==> src/sv/ipc_pkg.sv <==
// Shared types and constants for the infrared pulse-train capture block.
`default_nettype none

package ipc_pkg;

  // Defaults for the top-level parameters
  localparam int FRAME_ENTRIES_DEF = 64;
  localparam int TIMER_BITS_DEF    = 16;

  // Fixed field widths of the ports
  localparam int FIELD_W   = 16;
  localparam int SLOT_W    = 6;
  localparam int CFG_IDX_W = 2;

  // Depth of the queue between front and back (power of two)
  localparam int QUEUE_DEPTH = 2;

  // Register reset values
  localparam logic [FIELD_W-1:0] START_THR_RST = 16'd500;
  localparam logic [FIELD_W-1:0] STOP_THR_RST  = 16'd1500;

  // Configuration register indexes
  typedef enum logic [CFG_IDX_W-1:0] {
    CFG_START_THR = 2'd0,
    CFG_STOP_THR  = 2'd1,
    CFG_LEARN     = 2'd2
  } cfg_idx_t;

  typedef logic [FIELD_W-1:0] width_t;

  // Classified capture event, as queued between front and back
  typedef struct packed {
    width_t low_width;
    width_t high_width;
    logic   start_hit;
    logic   stop_hit;
  } evt_t;

  // Frame state seen by the top level
  typedef struct packed {
    logic active;
    logic complete;
    logic count_even;
    logic count_in_range;
  } bk_status_t;

endpackage

`default_nettype wire

==> src/sv/ipc_front.sv <==
// Front part: accepts capture requests, derives widths and threshold hits.
`default_nettype none

module ipc_front #(
  parameter int TIMER_BITS = ipc_pkg::TIMER_BITS_DEF
) (
  input  wire logic                 in_valid,
  output logic                      in_stall,
  input  wire logic [ipc_pkg::FIELD_W-1:0] in_rise_capture,
  input  wire logic [ipc_pkg::FIELD_W-1:0] in_fall_capture,
  input  wire ipc_pkg::width_t      start_thr,
  input  wire ipc_pkg::width_t      stop_thr,
  input  wire logic                 q_full,
  output logic                      q_push,
  output ipc_pkg::evt_t             q_data
);
  import ipc_pkg::*;

  localparam int CW   = TIMER_BITS;
  localparam int CMPW = (TIMER_BITS > FIELD_W) ? TIMER_BITS : FIELD_W;

  logic [CW-1:0] rise_w;
  logic [CW-1:0] fall_w;
  logic [CW-1:0] low_w;
  logic [CW-1:0] high_w;

  // Hold off the sender while the queue has no room
  assign in_stall = q_full;
  assign q_push   = in_valid && !q_full;

  always_comb begin
    rise_w = CW'(in_rise_capture);
    fall_w = CW'(in_fall_capture);
    low_w  = ~rise_w;
    high_w = rise_w - fall_w;

    q_data.low_width  = FIELD_W'(low_w);
    q_data.high_width = FIELD_W'(high_w);
    q_data.start_hit  = CMPW'(high_w) > CMPW'(start_thr);
    q_data.stop_hit   = CMPW'(high_w) > CMPW'(stop_thr);
  end

endmodule

`default_nettype wire

==> src/sv/ipc_queue.sv <==
// Short queue of classified events between front and back.
`default_nettype none

module ipc_queue (
  input  wire logic          clk,
  input  wire logic          rst_n,
  input  wire logic          push,
  input  wire ipc_pkg::evt_t push_data,
  output logic               full,
  input  wire logic          pop,
  output logic               not_empty,
  output ipc_pkg::evt_t      head
);
  import ipc_pkg::*;

  localparam int PTR_W = (QUEUE_DEPTH > 1) ? $clog2(QUEUE_DEPTH) : 1;
  localparam int CNT_W = $clog2(QUEUE_DEPTH + 1);

  evt_t             mem_r [QUEUE_DEPTH];
  logic [PTR_W-1:0] wr_ptr_r, wr_ptr_nxt;
  logic [PTR_W-1:0] rd_ptr_r, rd_ptr_nxt;
  logic [CNT_W-1:0] cnt_r, cnt_nxt;

  assign full      = (cnt_r == CNT_W'(QUEUE_DEPTH));
  assign not_empty = (cnt_r != '0);
  assign head      = mem_r[rd_ptr_r];

  always_comb begin
    wr_ptr_nxt = push ? PTR_W'(wr_ptr_r + 1'b1) : wr_ptr_r;
    rd_ptr_nxt = pop  ? PTR_W'(rd_ptr_r + 1'b1) : rd_ptr_r;
    cnt_nxt    = cnt_r;
    if (push && !pop) begin
      cnt_nxt = CNT_W'(cnt_r + 1'b1);
    end else if (pop && !push) begin
      cnt_nxt = CNT_W'(cnt_r - 1'b1);
    end
  end

  always_ff @(posedge clk) begin
    if (!rst_n) begin
      wr_ptr_r <= '0;
      rd_ptr_r <= '0;
      cnt_r    <= '0;
    end else begin
      wr_ptr_r <= wr_ptr_nxt;
      rd_ptr_r <= rd_ptr_nxt;
      cnt_r    <= cnt_nxt;
    end
  end

  always_ff @(posedge clk) begin
    if (push) begin
      mem_r[wr_ptr_r] <= push_data;
    end
  end

endmodule

`default_nettype wire

==> src/sv/ipc_back.sv <==
// Back part: frame state update and registered result stage.
`default_nettype none

module ipc_back #(
  parameter int FRAME_ENTRIES = ipc_pkg::FRAME_ENTRIES_DEF
) (
  input  wire logic                         clk,
  input  wire logic                         rst_n,
  input  wire logic                         learn_mode,
  input  wire logic                         q_not_empty,
  input  wire ipc_pkg::evt_t                q_head,
  output logic                              q_pop,
  output logic                              out_valid,
  input  wire logic                         out_stall,
  output logic [ipc_pkg::FIELD_W-1:0]       out_low_width,
  output logic [ipc_pkg::FIELD_W-1:0]       out_high_width,
  output logic                              out_stored,
  output logic [ipc_pkg::SLOT_W-1:0]        out_slot,
  output logic                              out_started,
  output logic                              out_receiving,
  output logic                              out_frame_done,
  output ipc_pkg::bk_status_t               status
);
  import ipc_pkg::*;

  localparam int CNT_W = $clog2(FRAME_ENTRIES + 1);
  localparam logic [CNT_W-1:0] LAST_ROOM = CNT_W'(FRAME_ENTRIES - 2);

  logic             active_r, active_nxt;
  logic [CNT_W-1:0] count_r, count_nxt;
  logic             complete_r, complete_nxt;
  logic             out_valid_r, out_valid_nxt;
  logic             stored;
  logic             started;
  logic [SLOT_W-1:0] slot;

  width_t            low_width_r;
  width_t            high_width_r;
  logic              stored_r;
  logic [SLOT_W-1:0] slot_r;
  logic              started_r;

  // Advance when the result stage is empty or being drained
  assign q_pop = q_not_empty && (!out_valid_r || !out_stall);

  always_comb begin
    active_nxt   = active_r;
    count_nxt    = count_r;
    complete_nxt = complete_r;
    stored       = 1'b0;
    started      = 1'b0;
    slot         = '0;
    if (!active_r) begin
      if (q_head.start_hit) begin
        count_nxt  = '0;
        active_nxt = 1'b1;
        started    = 1'b1;
      end
    end else if (count_r <= LAST_ROOM) begin
      stored    = 1'b1;
      slot      = SLOT_W'(count_r);
      count_nxt = CNT_W'(count_r + CNT_W'(2));
      if ((count_nxt > LAST_ROOM) && !learn_mode) begin
        complete_nxt = 1'b1;
      end
    end
    if (q_head.stop_hit) begin
      active_nxt = 1'b0;
    end

    out_valid_nxt = out_valid_r;
    if (q_pop) begin
      out_valid_nxt = 1'b1;
    end else if (!out_stall) begin
      out_valid_nxt = 1'b0;
    end
  end

  always_ff @(posedge clk) begin
    if (!rst_n) begin
      active_r    <= 1'b0;
      count_r     <= '0;
      complete_r  <= 1'b0;
      out_valid_r <= 1'b0;
    end else begin
      out_valid_r <= out_valid_nxt;
      if (q_pop) begin
        active_r   <= active_nxt;
        count_r    <= count_nxt;
        complete_r <= complete_nxt;
      end
    end
  end

  always_ff @(posedge clk) begin
    if (q_pop) begin
      low_width_r  <= q_head.low_width;
      high_width_r <= q_head.high_width;
      stored_r     <= stored;
      slot_r       <= slot;
      started_r    <= started;
    end
  end

  assign out_valid      = out_valid_r;
  assign out_low_width  = low_width_r;
  assign out_high_width = high_width_r;
  assign out_stored     = stored_r;
  assign out_slot       = slot_r;
  assign out_started    = started_r;
  assign out_receiving  = active_r;
  assign out_frame_done = complete_r;

  assign status.active         = active_r;
  assign status.complete       = complete_r;
  assign status.count_even     = !count_r[0];
  assign status.count_in_range = (count_r <= CNT_W'(FRAME_ENTRIES));

endmodule

`default_nettype wire

==> src/sv/ir_pulse_train_capture_top.sv <==
// Top level of the infrared pulse-train capture block.
//
// Input channel (in_valid / in_stall): one request per capture event, carrying
// the rising and falling counter values latched by a down-counting timer.
// Result channel (out_valid / out_stall): exactly one result per request, in
// order: low and high widths, whether the pair was recorded, its even slot,
// frame start, receiving flag and the sticky frame-complete flag.
// Configuration: cfg_wr_en writes cfg_wdata into register cfg_index
// (0 start threshold, 1 stop threshold, 2 learn mode); write only while idle.
// Path: an accepted request is written into the queue, then popped into the
// result register, where it stays valid until taken (a stall can hold it back).
// Throughput: one request per cycle while out_stall is low, set by the
// combinational frame update in the back part; the queue absorbs a stalled
// receiver so the front keeps accepting until it fills, then in_stall rises.
// Reset (rst_n low, synchronous): thresholds go to 500 / 1500, learn mode off,
// frame idle, entry count and complete flag cleared, queue and result emptied.
// A stalled result holds its value and valid until taken.
`default_nettype none

module ir_pulse_train_capture_top #(
  parameter int FRAME_ENTRIES = ipc_pkg::FRAME_ENTRIES_DEF,
  parameter int TIMER_BITS    = ipc_pkg::TIMER_BITS_DEF
) (
  input  wire logic                            clk,
  input  wire logic                            rst_n,
  input  wire logic                            cfg_wr_en,
  input  wire logic [ipc_pkg::CFG_IDX_W-1:0]   cfg_index,
  input  wire logic [ipc_pkg::FIELD_W-1:0]     cfg_wdata,
  input  wire logic                            in_valid,
  output logic                                 in_stall,
  input  wire logic [ipc_pkg::FIELD_W-1:0]     in_rise_capture,
  input  wire logic [ipc_pkg::FIELD_W-1:0]     in_fall_capture,
  output logic                                 out_valid,
  input  wire logic                            out_stall,
  output logic [ipc_pkg::FIELD_W-1:0]          out_low_width,
  output logic [ipc_pkg::FIELD_W-1:0]          out_high_width,
  output logic                                 out_stored,
  output logic [ipc_pkg::SLOT_W-1:0]           out_slot,
  output logic                                 out_started,
  output logic                                 out_receiving,
  output logic                                 out_frame_done
);
  import ipc_pkg::*;

  width_t     start_thr_r;
  width_t     stop_thr_r;
  logic       learn_r;

  logic       q_full;
  logic       q_push;
  evt_t       q_in;
  logic       q_pop;
  logic       q_not_empty;
  evt_t       q_head;
  bk_status_t bk_status;

  // Configuration registers; writes to an index past the list are dropped
  always_ff @(posedge clk) begin
    if (!rst_n) begin
      start_thr_r <= START_THR_RST;
      stop_thr_r  <= STOP_THR_RST;
      learn_r     <= 1'b0;
    end else if (cfg_wr_en) begin
      unique case (cfg_idx_t'(cfg_index))
        CFG_START_THR: start_thr_r <= cfg_wdata;
        CFG_STOP_THR:  stop_thr_r  <= cfg_wdata;
        CFG_LEARN:     learn_r     <= cfg_wdata[0];
        default: begin
        end
      endcase
    end
  end

  // Front: derive widths, compare against thresholds, enqueue
  ipc_front #(
    .TIMER_BITS (TIMER_BITS)
  ) u_front (
    .in_valid        (in_valid),
    .in_stall        (in_stall),
    .in_rise_capture (in_rise_capture),
    .in_fall_capture (in_fall_capture),
    .start_thr       (start_thr_r),
    .stop_thr        (stop_thr_r),
    .q_full          (q_full),
    .q_push          (q_push),
    .q_data          (q_in)
  );

  // Decouple front from back so a stalled receiver does not stop intake at once
  ipc_queue u_queue (
    .clk       (clk),
    .rst_n     (rst_n),
    .push      (q_push),
    .push_data (q_in),
    .full      (q_full),
    .pop       (q_pop),
    .not_empty (q_not_empty),
    .head      (q_head)
  );

  // Back: frame state and result register
  ipc_back #(
    .FRAME_ENTRIES (FRAME_ENTRIES)
  ) u_back (
    .clk            (clk),
    .rst_n          (rst_n),
    .learn_mode     (learn_r),
    .q_not_empty    (q_not_empty),
    .q_head         (q_head),
    .q_pop          (q_pop),
    .out_valid      (out_valid),
    .out_stall      (out_stall),
    .out_low_width  (out_low_width),
    .out_high_width (out_high_width),
    .out_stored     (out_stored),
    .out_slot       (out_slot),
    .out_started    (out_started),
    .out_receiving  (out_receiving),
    .out_frame_done (out_frame_done),
    .status         (bk_status)
  );

  // A start event is never itself recorded
  a_start_not_stored: assert property (@(posedge clk) disable iff (!rst_n)
    out_valid && out_started |-> !out_stored)
    else $error("start event reported as stored");

  // Complete flag is sticky until reset
  a_complete_sticky: assert property (@(posedge clk) disable iff (!rst_n)
    $past(rst_n) && $past(bk_status.complete) |-> bk_status.complete)
    else $error("frame complete flag dropped");

  // Entry count advances by pairs and never passes the frame size
  a_count_ok: assert property (@(posedge clk) disable iff (!rst_n)
    bk_status.count_even && bk_status.count_in_range)
    else $error("entry count odd or out of range");

  // Queue never pops while empty
  a_no_underflow: assert property (@(posedge clk) disable iff (!rst_n)
    q_pop |-> q_not_empty)
    else $error("queue popped while empty");

endmodule

`default_nettype wire
==> config.mk <==
export PLATFORM = sky130hd
export DESIGN_NAME = ir_pulse_train_capture_top
export DESIGN_NICKNAME = d
export VERILOG_FILES = /design/src/sv/ipc_pkg.sv /design/src/sv/ipc_front.sv /design/src/sv/ipc_queue.sv /design/src/sv/ipc_back.sv /design/src/sv/ir_pulse_train_capture_top.sv
export SDC_FILE = /design/constraint.sdc
export NUM_CORES = 1
export LEC_CHECK = 0
export ABC_CLOCK_PERIOD_IN_PS = 5500
export BUFFER_PORTS_ARGS = -buffer_cell sky130_fd_sc_hd__buf_2
export CAP_MARGIN = 20
export CELL_PAD_IN_SITES_DETAIL_PLACEMENT = 1
export CELL_PAD_IN_SITES_GLOBAL_PLACEMENT = 2
export CORE_ASPECT_RATIO = 1.1
export CORE_MARGIN = 1
export CORE_UTILIZATION = 42
export CTS_CLUSTER_DIAMETER = 80
export DETAILED_ROUTE_END_ITERATION = 10
export PLACE_DENSITY = 0.9
export SETUP_SLACK_MARGIN = 0.15
export SYNTH_ARGS = -nofsm -noshare
export SYNTH_HDL_FRONTEND = slang
export SYNTH_HIERARCHICAL = 1
export SYNTH_SLANG_ARGS = --single-unit
==> constraint.sdc <==
create_clock -name clk -period 5.5 [get_ports clk]
set_input_delay 0.825 -clock clk [delete_from_list [all_inputs] [get_ports clk]]
set_output_delay 0.825 -clock clk [all_outputs]
set_load 0.005 [all_outputs]
# Word-level counts from Yosys, hierarchy flattened
# Memories as Yosys holds them, arrays and structs flattened. A register that Yosys moved wholly into a read port is not among the register bits.
# Index checks and enable logic that the tools add are counted.
# op_classes
reduce_logical,22
n_eq_ne,5
n_bitwise,1
order_cmp,4
n_shift,0
mul,0
addsub,6
n_div,0
muxes,15
# ops
op,n
$gt 16x16->1,2
$mux 7,3
$not 16->16,1
$sub 16x16->16,1
$mux 1,10
$reduce_and 2->1,4
$add 7x2->7 const B,1
$gt 7x6->1 const B,1
$le 7x6->1 const B,1
$logic_not 1->1,6
$reduce_bool 2->1,3
$logic_and 1x1->1,5
$eq 2x2->1 const B,2
$mux 2,2
$reduce_and 4->1,1
$reduce_and 3->1,1
$add 1x1->1 const B,2
$add 2x1->2 const B,1
$eq 2x1->1 const B,1
$logic_not 2->1,1
$ne 2x1->1 const B,1
$ne 2x2->1 const B,1
$sub 2x1->2 const B,1
$logic_or 1x1->1,1
# word_totals
memories,1
register_bits,87
in_bits,55
mem_bits_ro,0
mem_bits_rw,68
latch_bits,0
# memory_table
memory,depth,width,rd,rd_ports_with_merged_regs,write_ports,line,source
u_queue.mem_r,2,34,1,1,1,ipc_queue.sv:19,evt_t mem_r [QUEUE_DEPTH];

# Logic depth before layout (Yosys ltp)
# Gate-level depths: netlist of run 1.
# logic_depth
ltp_word,7
depth_mapped,15

# Cells and area by module
# Netlist of run 1, hierarchy kept.
# modules_own_cells
mod,seq_area_each_um2,cells_per_inst,n_inst,area_each_um2
ipc_queue,2142.1,128,1,2673.8
ipc_back,1351.3,112,1,1784.2
ipc_front,0.0,243,1,1672.9
ir_pulse_train_capture_top,660.6,131,1,1337.5

# Least setup slack after synthesis of run 1
# No wires, ideal clock.
# synth_timing
path_type,input port to flip-flop
startpoint,in in_rise_capture[0] (netlist name)
endpoint,"mem u_queue/mem_r[0][0] (netlist name), data pin"
slack_ns,1.848
setup_ns,0.281
required_time_ns,5.219
cell_stages,15
t_arrival_ns,3.370
path_cell_list,inv_1 > ha_1 > inv_1 > fa_1 > a21o_1 > a211o_1 > a21oi_1 > a21oi_1 > xor2_1 > ha_1 > a21o_1 > a21o_1 > a221o_1 > a21oi_1 > a22oi_1
# synth_rtl
item,line,source
start: declaration,ir_pulse_train_capture_top.sv:31,"input wire logic [ipc_pkg::FIELD_W-1:0] in_rise_capture,"
end: declaration,ipc_queue.sv:19,

==> impl_results.md, run 1 <==
* Synth Instances at slightly above 600
* Setup CP Type: in2reg
* Routed WL per cell at around 18 µm
* CP max FO at 4
* Routed vias/inst at a little over 5
* HP Class: reg2reg
* Clk Latency, worst-skew pair at between 0.4 and 0.5 ns
* Lkg Pwr at around 3.6 nW
* Hold_sp: stop_thr_r[1]$_SDFFE_PN0P_
* Post-Layout Cell Count at ~960
* Worst-Margin Slew at between 0.7 and 0.8 ns
* CP bufs+invs at 3
* R2r startpoint: u_queue/cnt_r[0]$_SDFFE_PN0P_
* Syn nets at roughly 700
* First-pass GRT wire length at 27.03 mm
* Vias in the first global route at roughly 5300
* Gr ovfl total at 0
* Largest net degree at the start of global routing at between 60 and 70
* Avg Cell Area, Syn at about 12 µm²
* Setup total negative slack at 0 ns
* Fmax at ~250 MHz
* Yosys warns at 6
* PwrDens at between 400 and 500 nW/µm²
* Clk buf depth at 2
* Remaining DRCs at 0
* CP endpoint kind: register
* Quantity of hold-fixing buffers added after cts at 0
* DR vias at just under 5000
* Max cap viols at 0
* Worst Setup SP: in_rise_capture[0]
* Share of cells above drive strength 1 at about 25%
* Area Overhead vs Synth at 17.45%
* CTS tree: built
* Slowest stage cell on the critical path: nor4_1
* Mapped cell area at 7430 µm²
* Final WL at 17.05 mm
* Rows at 50
* RSZ-0062 raised after global routing: false
* Final min period at slightly below 4 ns
* Inserted Clock Buffers at 17
* Setup Buffers After CTS at 0
* Dpl ws at 1.274 ns
* Die width at 128.8 µm
* Sink Count at 154
* Die ar. at ~18000 µm²
* Critical Path Start Type: input pin
* Largest delay share family, worst path: compound AO/OA/AOI/OAI gates
* Pins Over Slew Limit at 0
* 1st-iter DRT viols at 192
* Max stage delay on crit path at ~0.47 ns
* Number of routed nets with antenna violations at 0
* Clock-pin slew on the worst setup and hold paths at around 0.06 ns
* Antenna diodes at 0
* Layout net count at approximately 820
* Placed Cells at slightly above 900
* Final setup margin at about 1.5 ns
* CP Cell Sequence: buf_2, inv_1, ha_1, inv_1, fa_1, a21o_1, a211oi_2, nor4_1, a211oi_1, o2111ai_1, ha_1, nand4_1, nor4_1, a21oi_1, a22oi_1
* Core region area at ~17000 µm²
* CTS H-Tree Depth at 4
* Starting Density at between 40 and 50%
* Gpl congestion at 0.8616
* Post-cts sizing count at 0
* Drt pass-1 iters at 4
* Max IR drop VDD at 0.0002792 V
* GR Util All Layers at between 15 and 20%
* # setup viols final at 0
* Relative slew slack at a little over half
* Crit path DAT at between 4 and 5 ns
* Filler Cells Inserted at approximately 1900
* PortBufs at 97
* Final Hold Viols at 0
* Root buf cell: clkbuf_16
* Antenna violations before repair at 0
* Data required, critical path at approximately 5.8 ns
* Ports at 99
* Post-DP HPWL at ~12 mm
* Final clock skew at slightly below 0.009 ns
* Chip Height at about 140 µm
* Status: completed
* Fin crit share at between 70% and 80%
-- per-layer routing --
metal / up-vias / share of wire [%] / global-route usage (%)
li1: 2366 / - / -
met5: - / 0 / 0
met3: 23 / 3.3 / 3.884
met2: 104 / 51 / 34.82
met1: 2422 / 43 / 23.42
met4: 0 / 2.0 / 8.916
-- worst register-to-register path, delay by kind of cell, from the launching register on --
family,cells,cell delay [ns]
and+or+nand+nor,2,0.50
AOI/OAI and AO/OA,2,0.29
buffers and inverters,2,0.68
adders and majority gates,1,0.34
DFF,1,0.39
-- flip-flops by register name (all words and copies together), names as in the netlist, 2 cells and up, named ones only --
register               flops
start_thr_r               16
stop_thr_r                16
u_back/out_low_width      16
u_queue/cnt_r              2
u_back/out_high_width     16
u_back/out_slot            5
u_queue/mem_r             68
u_back/count_r             6
-- area by class of cell --
type / instances / area (µm²) / area share [%]
inverters: 72 / 270.3 / 3.097
repair buffers: 103 / 550.5 / 6.309
clock buffers: 18 / 429.2 / 4.918
flip-flops and latches: 154 / 4154 / 47.61
clock inverters: 14 / 166.4 / 1.907
multi-input cells: 362 / 2863 / 32.81
well taps: 234 / 292.8 / 3.355
-- cell usage in the layout, fill, tap and decap left out, types with 2 or more instances in the layout --
cell type / count
xor2_1: 9
buf_2: 97
a21oi_1: 30
nand2b_1: 3
mux2_2: 34
inv_6: 5
nor2_1: 10
ha_1: 50
o31ai_1: 2
clkinv_1: 3
nand4_1: 8
xnor2_1: 8
o211ai_1: 4
nand4b_1: 3
edfxtp_1: 107
clkbuf_16: 17
o21a_1: 3
nor3_1: 2
dfxtp_1: 47
or2_2: 2
a211oi_1: 3
and2_1: 10
nor4_1: 3
or3_1: 2
nand3b_1: 3
nor2b_1: 21
o21ai_1: 2
buf_4: 5
bufinv_16: 3
o21ai_0: 11
a31o_1: 2
nand2_1: 52
a21o_1: 10
nand3_1: 9
mux2i_1: 31
and4_1: 2
and3_1: 2
o2111ai_1: 3
inv_1: 72
-- report_power, final --
part	switching, W	total, W	internal (W)
Sequential	0.0000826	0.00165	0.00157
Clock	0.000477	0.00119	0.000715
Combinational	0.000516	0.000895	0.000379
Total	0.00108	0.00374	0.00266
-- metrics by stage --
| stage | area (µm²) | hold slack (ns) | total power, W | util, % |
|---|---|---|---|---|
| after CTS | 8698 | 0.4645 | 0.003776 | 50.74 |
| final | 8726 | 0.4582 | 0.003740 | 50.91 |
| after floorplan | 7430 | 0.4118 | 0.002215 | - |
| after global placement | 8103 | 0.4446 | 0.002511 | 47.27 |
| after detailed placement | 8103 | 0.4536 | 0.002573 | 47.27 |
| after global routing | 8726 | 0.4874 | 0.003929 | 50.91 |
-- final timing paths --
path	end	slack (ns)	depth (start not counted)
setup reg to reg	u_queue/cnt_r[1]$_SDFFE_PN0P_	3.24	7
hold reg to reg	stop_thr_r[1]$_SDFFE_PN0P_	0.46	2
hold / removal	stop_thr_r[1]$_SDFFE_PN0P_	0.46	2
setup / recovery	u_queue/mem_r[0][0]$_DFFE_PP_	1.54	15
No activity file was read; power rests on OpenSTA's default activity.
==> run 2: changes to the inputs <==
--- a/config.mk
+++ b/config.mk
@@ -5,17 +5,17 @@
 export SDC_FILE = /design/constraint.sdc
 export NUM_CORES = 1
 export LEC_CHECK = 0
-export ABC_CLOCK_PERIOD_IN_PS = 5500
+export ABC_CLOCK_PERIOD_IN_PS = 3200
 export BUFFER_PORTS_ARGS = -buffer_cell sky130_fd_sc_hd__buf_2
 export CAP_MARGIN = 20
 export CELL_PAD_IN_SITES_DETAIL_PLACEMENT = 1
 export CELL_PAD_IN_SITES_GLOBAL_PLACEMENT = 2
 export CORE_ASPECT_RATIO = 1.1
 export CORE_MARGIN = 1
-export CORE_UTILIZATION = 42
+export CORE_UTILIZATION = 35
 export CTS_CLUSTER_DIAMETER = 80
 export DETAILED_ROUTE_END_ITERATION = 10
-export PLACE_DENSITY = 0.9
+export PLACE_DENSITY = 0.81
 export SETUP_SLACK_MARGIN = 0.15
 export SYNTH_ARGS = -nofsm -noshare
 export SYNTH_HDL_FRONTEND = slang
==> constraint.sdc (replaced) <==
create_clock -name clk -period 3.2 [get_ports clk]
set_input_delay 0.48 -clock clk [delete_from_list [all_inputs] [get_ports clk]]
set_output_delay 0.48 -clock clk [all_outputs]
set_load 0.005 [all_outputs]
==> impl_results.md, run 2 (synthesis results as in run 1) <==
* Status: finished with violations (was completed)
* Failing checks: setup timing
* Fin crit share at 102.7%
* Placed Cells at 1031 (was 924)
* Drt pass-1 iters at 4 (unchanged)
* 1st-iter DRT viols at 203 (was 192)
* DR vias at 5108 (was 4915)
* Fmax at around 300 MHz
* GR Util All Layers at 17.15% (was 19.86%)
* Gpl congestion at 0.8642 (was 0.8616)
* Antenna diodes at 0 (unchanged)
* Max stage delay on crit path at 0.39 ns (was 0.47 ns)
* Core region area at 20710 µm² (was 17140 µm²)
* CTS tree: built (unchanged)
* Routed vias/inst at 4.756 (was 5.136)
* Sink Count at 154 (unchanged)
* Post-Layout Cell Count at 1074 (was 957)
* Crit path DAT at 3.44 ns (was 4.21 ns)
* Inserted Clock Buffers at 17 (unchanged)
* HP Class: in2reg (was reg2reg)
* Max IR drop VDD at 0.0004097 V (was 0.0002792 V)
* Routed WL per cell at 16.54 µm (was 17.81 µm)
* Gr ovfl total at 0 (unchanged)
* PwrDens at 686.2 nW/µm² (was 428.6 nW/µm²)
* Area Overhead vs Synth at 26.51% (was 17.45%)
* Largest register FFs at 68 (unchanged)
* Post-route cell area at 9399 µm² (was 8726 µm²)
* Die ar. at 21820 µm² (was 18230 µm²)
* Share of cells above drive strength 1 at 33.97% (was 25.03%)
* Clk buf depth at 2 (unchanged)
* First-pass GRT wire length at 28.62 mm (was 27.03 mm)
* CP Cell Sequence: buf_12, inv_12, ha_4, inv_2, fa_2, a21o_1, a211oi_4, nor4_2, a211oi_2, o2111ai_4, ha_4, nand4_1, nor2_1, a221o_1, a21oi_1, a22oi_1 (was buf_2, inv_1, ha_1, inv_1, fa_1, a21o_1, a211oi_2, nor4_1, a211oi_1, o2111ai_1, ha_1, nand4_1, nor4_1, a21oi_1, a22oi_1)
* Ports at 99 (unchanged)
* Relative slew slack at 48.91% (was 52.76%)
* Most frequent cells in the layout: 107 x edfxtp_1, 96 x buf_2, 71 x buf_4, 70 x inv_1, 52 x nand2_1 (was 107 x edfxtp_1, 97 x buf_2, 72 x inv_1, 52 x nand2_1, 50 x ha_1)
* Chip Height at 154.8 µm (was 141.5 µm)
* Antenna violations before repair at 0 (unchanged)
* Vias in the first global route at 5596 (was 5302)
* Die width at 140.9 µm (was 128.8 µm)
* Final WL at 17.76 mm (was 17.05 mm)
* Most common cell after layout, fill and taps aside: edfxtp_1 (unchanged)
* CP endpoint kind: register (unchanged)
* Starting Density at 35.87% (was 43.34%)
* Final clock skew at 0.007385 ns (was 0.008722 ns)
* Clock-pin slew on the worst setup and hold paths at 0.06 ns (about the same)
* Final setup margin at -0.08580 ns (was 1.539 ns)
* Remaining DRCs at 0 (unchanged)
* Lkg Pwr at 3.964 nW (was 3.645 nW)
* Post-Place Cell Area at 8633 µm² (was 8103 µm²)
* CP bufs+invs at 3 (unchanged)
* Critical Path Start Type: input pin (unchanged)
* # setup viols final at 4 (was 0)
* Largest register by flop count: u_queue/mem_r (unchanged)
* Root buf cell: clkbuf_16 (unchanged)
* Hold WS at 0.3138 ns (was 0.4582 ns)
* Number of routed nets with antenna violations at 0 (unchanged)
* Most frequent CP cell: ha_4
* Post-DP HPWL at 12.84 mm (was 12.11 mm)
* CTS H-Tree Depth at 4 (unchanged)
* Final Hold Viols at 0 (unchanged)
* RSZ-0062 raised after global routing: true (was false)
* Multi-input gate area at 3000 µm² (was 2863 µm²)
* PortBufs at 97 (unchanged)
* Data required, critical path at 3.36 ns (was 5.75 ns)
* Final min period at 3.286 ns
* Worst-Margin Slew at 0.7663 ns (was 0.7087 ns)
* Rows at 55 (was 50)
* Filler Cells Inserted at 2211 (was 1863)
* Largest net degree at the start of global routing at 50 (was 68)
* Clk Latency, worst-skew pair at 0.43 ns (about the same)
* Pins Over Slew Limit at 0 (unchanged)
* Max cap viols at 0 (unchanged)
* Layout net count at 882 (was 816)
* Setup CP Type: in2reg (unchanged)
* Largest delay share family, worst path: compound AO/OA/AOI/OAI gates (unchanged)
* Storage cell area at 4154 µm² (unchanged)
* CP max FO at 3 (was 4)
* Slowest stage cell on the critical path: fa_2 (was nor4_1)
-- run 2: changes by cell type in the layout (fill, tap and decap cells not counted), moves of 3 or more --
cell | previous run | this run
buf_4 | 5 | 71
bufinv_16 | 3 | 0
clkinv_1 | 3 | 0
clkinv_4 | 1 | 4
ha_1 | 50 | 47
nor4_1 | 3 | 0
nor4_2 | 0 | 3
-- run 2: what timing repair did --
item,in CTS,in global routing
setup buffers,6,5
gates resized for setup,8,11
setup endpoints to repair,4,4
hold buffers,0,0
hold endpoints to repair,0,0
pin swaps,5,18
-- run 2: worst min-delay path, delay by kind of cell --
kind          cells  cell delay, ns
mux               1            0.06
simple gates      1            0.05
buf+inv           1            0.10
-- run 2: stage by stage --
stage / TNS, ns / setup slack [ns] / power (W) / utilization (%)
after floorplan: 0 / 0.005232 / 0.003815 / -
after global placement: -1.241 / -0.3314 / 0.004465 / 41.68
after detailed placement: -1.770 / -0.4694 / 0.004560 / 41.68
after CTS: 0 / 0.07480 / 0.006494 / 44.80
after global routing: -0.7072 / -0.1830 / 0.006817 / 45.38
final: -0.2917 / -0.08580 / 0.006450 / 45.38
-- run 2: cell type report --
| type | instances | area share (%) |
|---|---|---|
| tap | 285 | 3.794 |
| sequential | 154 | 44.20 |
| multi-input combinational | 362 | 31.92 |
| inverter | 72 | 3.009 |
| timing repair buffer | 169 | 11.12 |
| clock buffer | 17 | 4.526 |
| clock inverter | 15 | 1.438 |
-- run 2: final timing paths --
| kind | slack (ns) | to | from | cells past startpoint |
|---|---|---|---|---|
| setup reg to reg | 1.17 | u_back/count_r[5]$_SDFFE_PN0P_ | u_back/count_r[1]$_SDFFE_PN0P_ | 5 |
| hold / removal | 0.31 | start_thr_r[3]$_SDFFE_PN0P_ | cfg_wdata[3] | 3 |
| setup / recovery | -0.09 | u_queue/mem_r[1][0]$_DFFE_PP_ | in_rise_capture[0] | 16 |
| hold reg to reg | 0.46 | u_back/out_frame_done$_SDFFE_PN0P_ | u_back/out_frame_done$_SDFFE_PN0P_ | 2 |
-- run 2: layer usage --
metal,wire (µm),GRT usage (%),vias to the layer above,share of wire [%]
met5,0,0,-,0
met4,319,5.849,0,1.8
met3,598,4.180,21,3.4
met2,9090,30.04,93,51
met1,7752,20.49,2499,44
li1,-,-,2495,-
-- run 2: where the power goes --
group	switching, W	leakage, nW	internal, W
combinational	0.000937	2.30	0.000786
clock	0.000872	0.276	0.00102
sequential	0.000137	1.39	0.00270
total	0.00195	3.96	0.00450
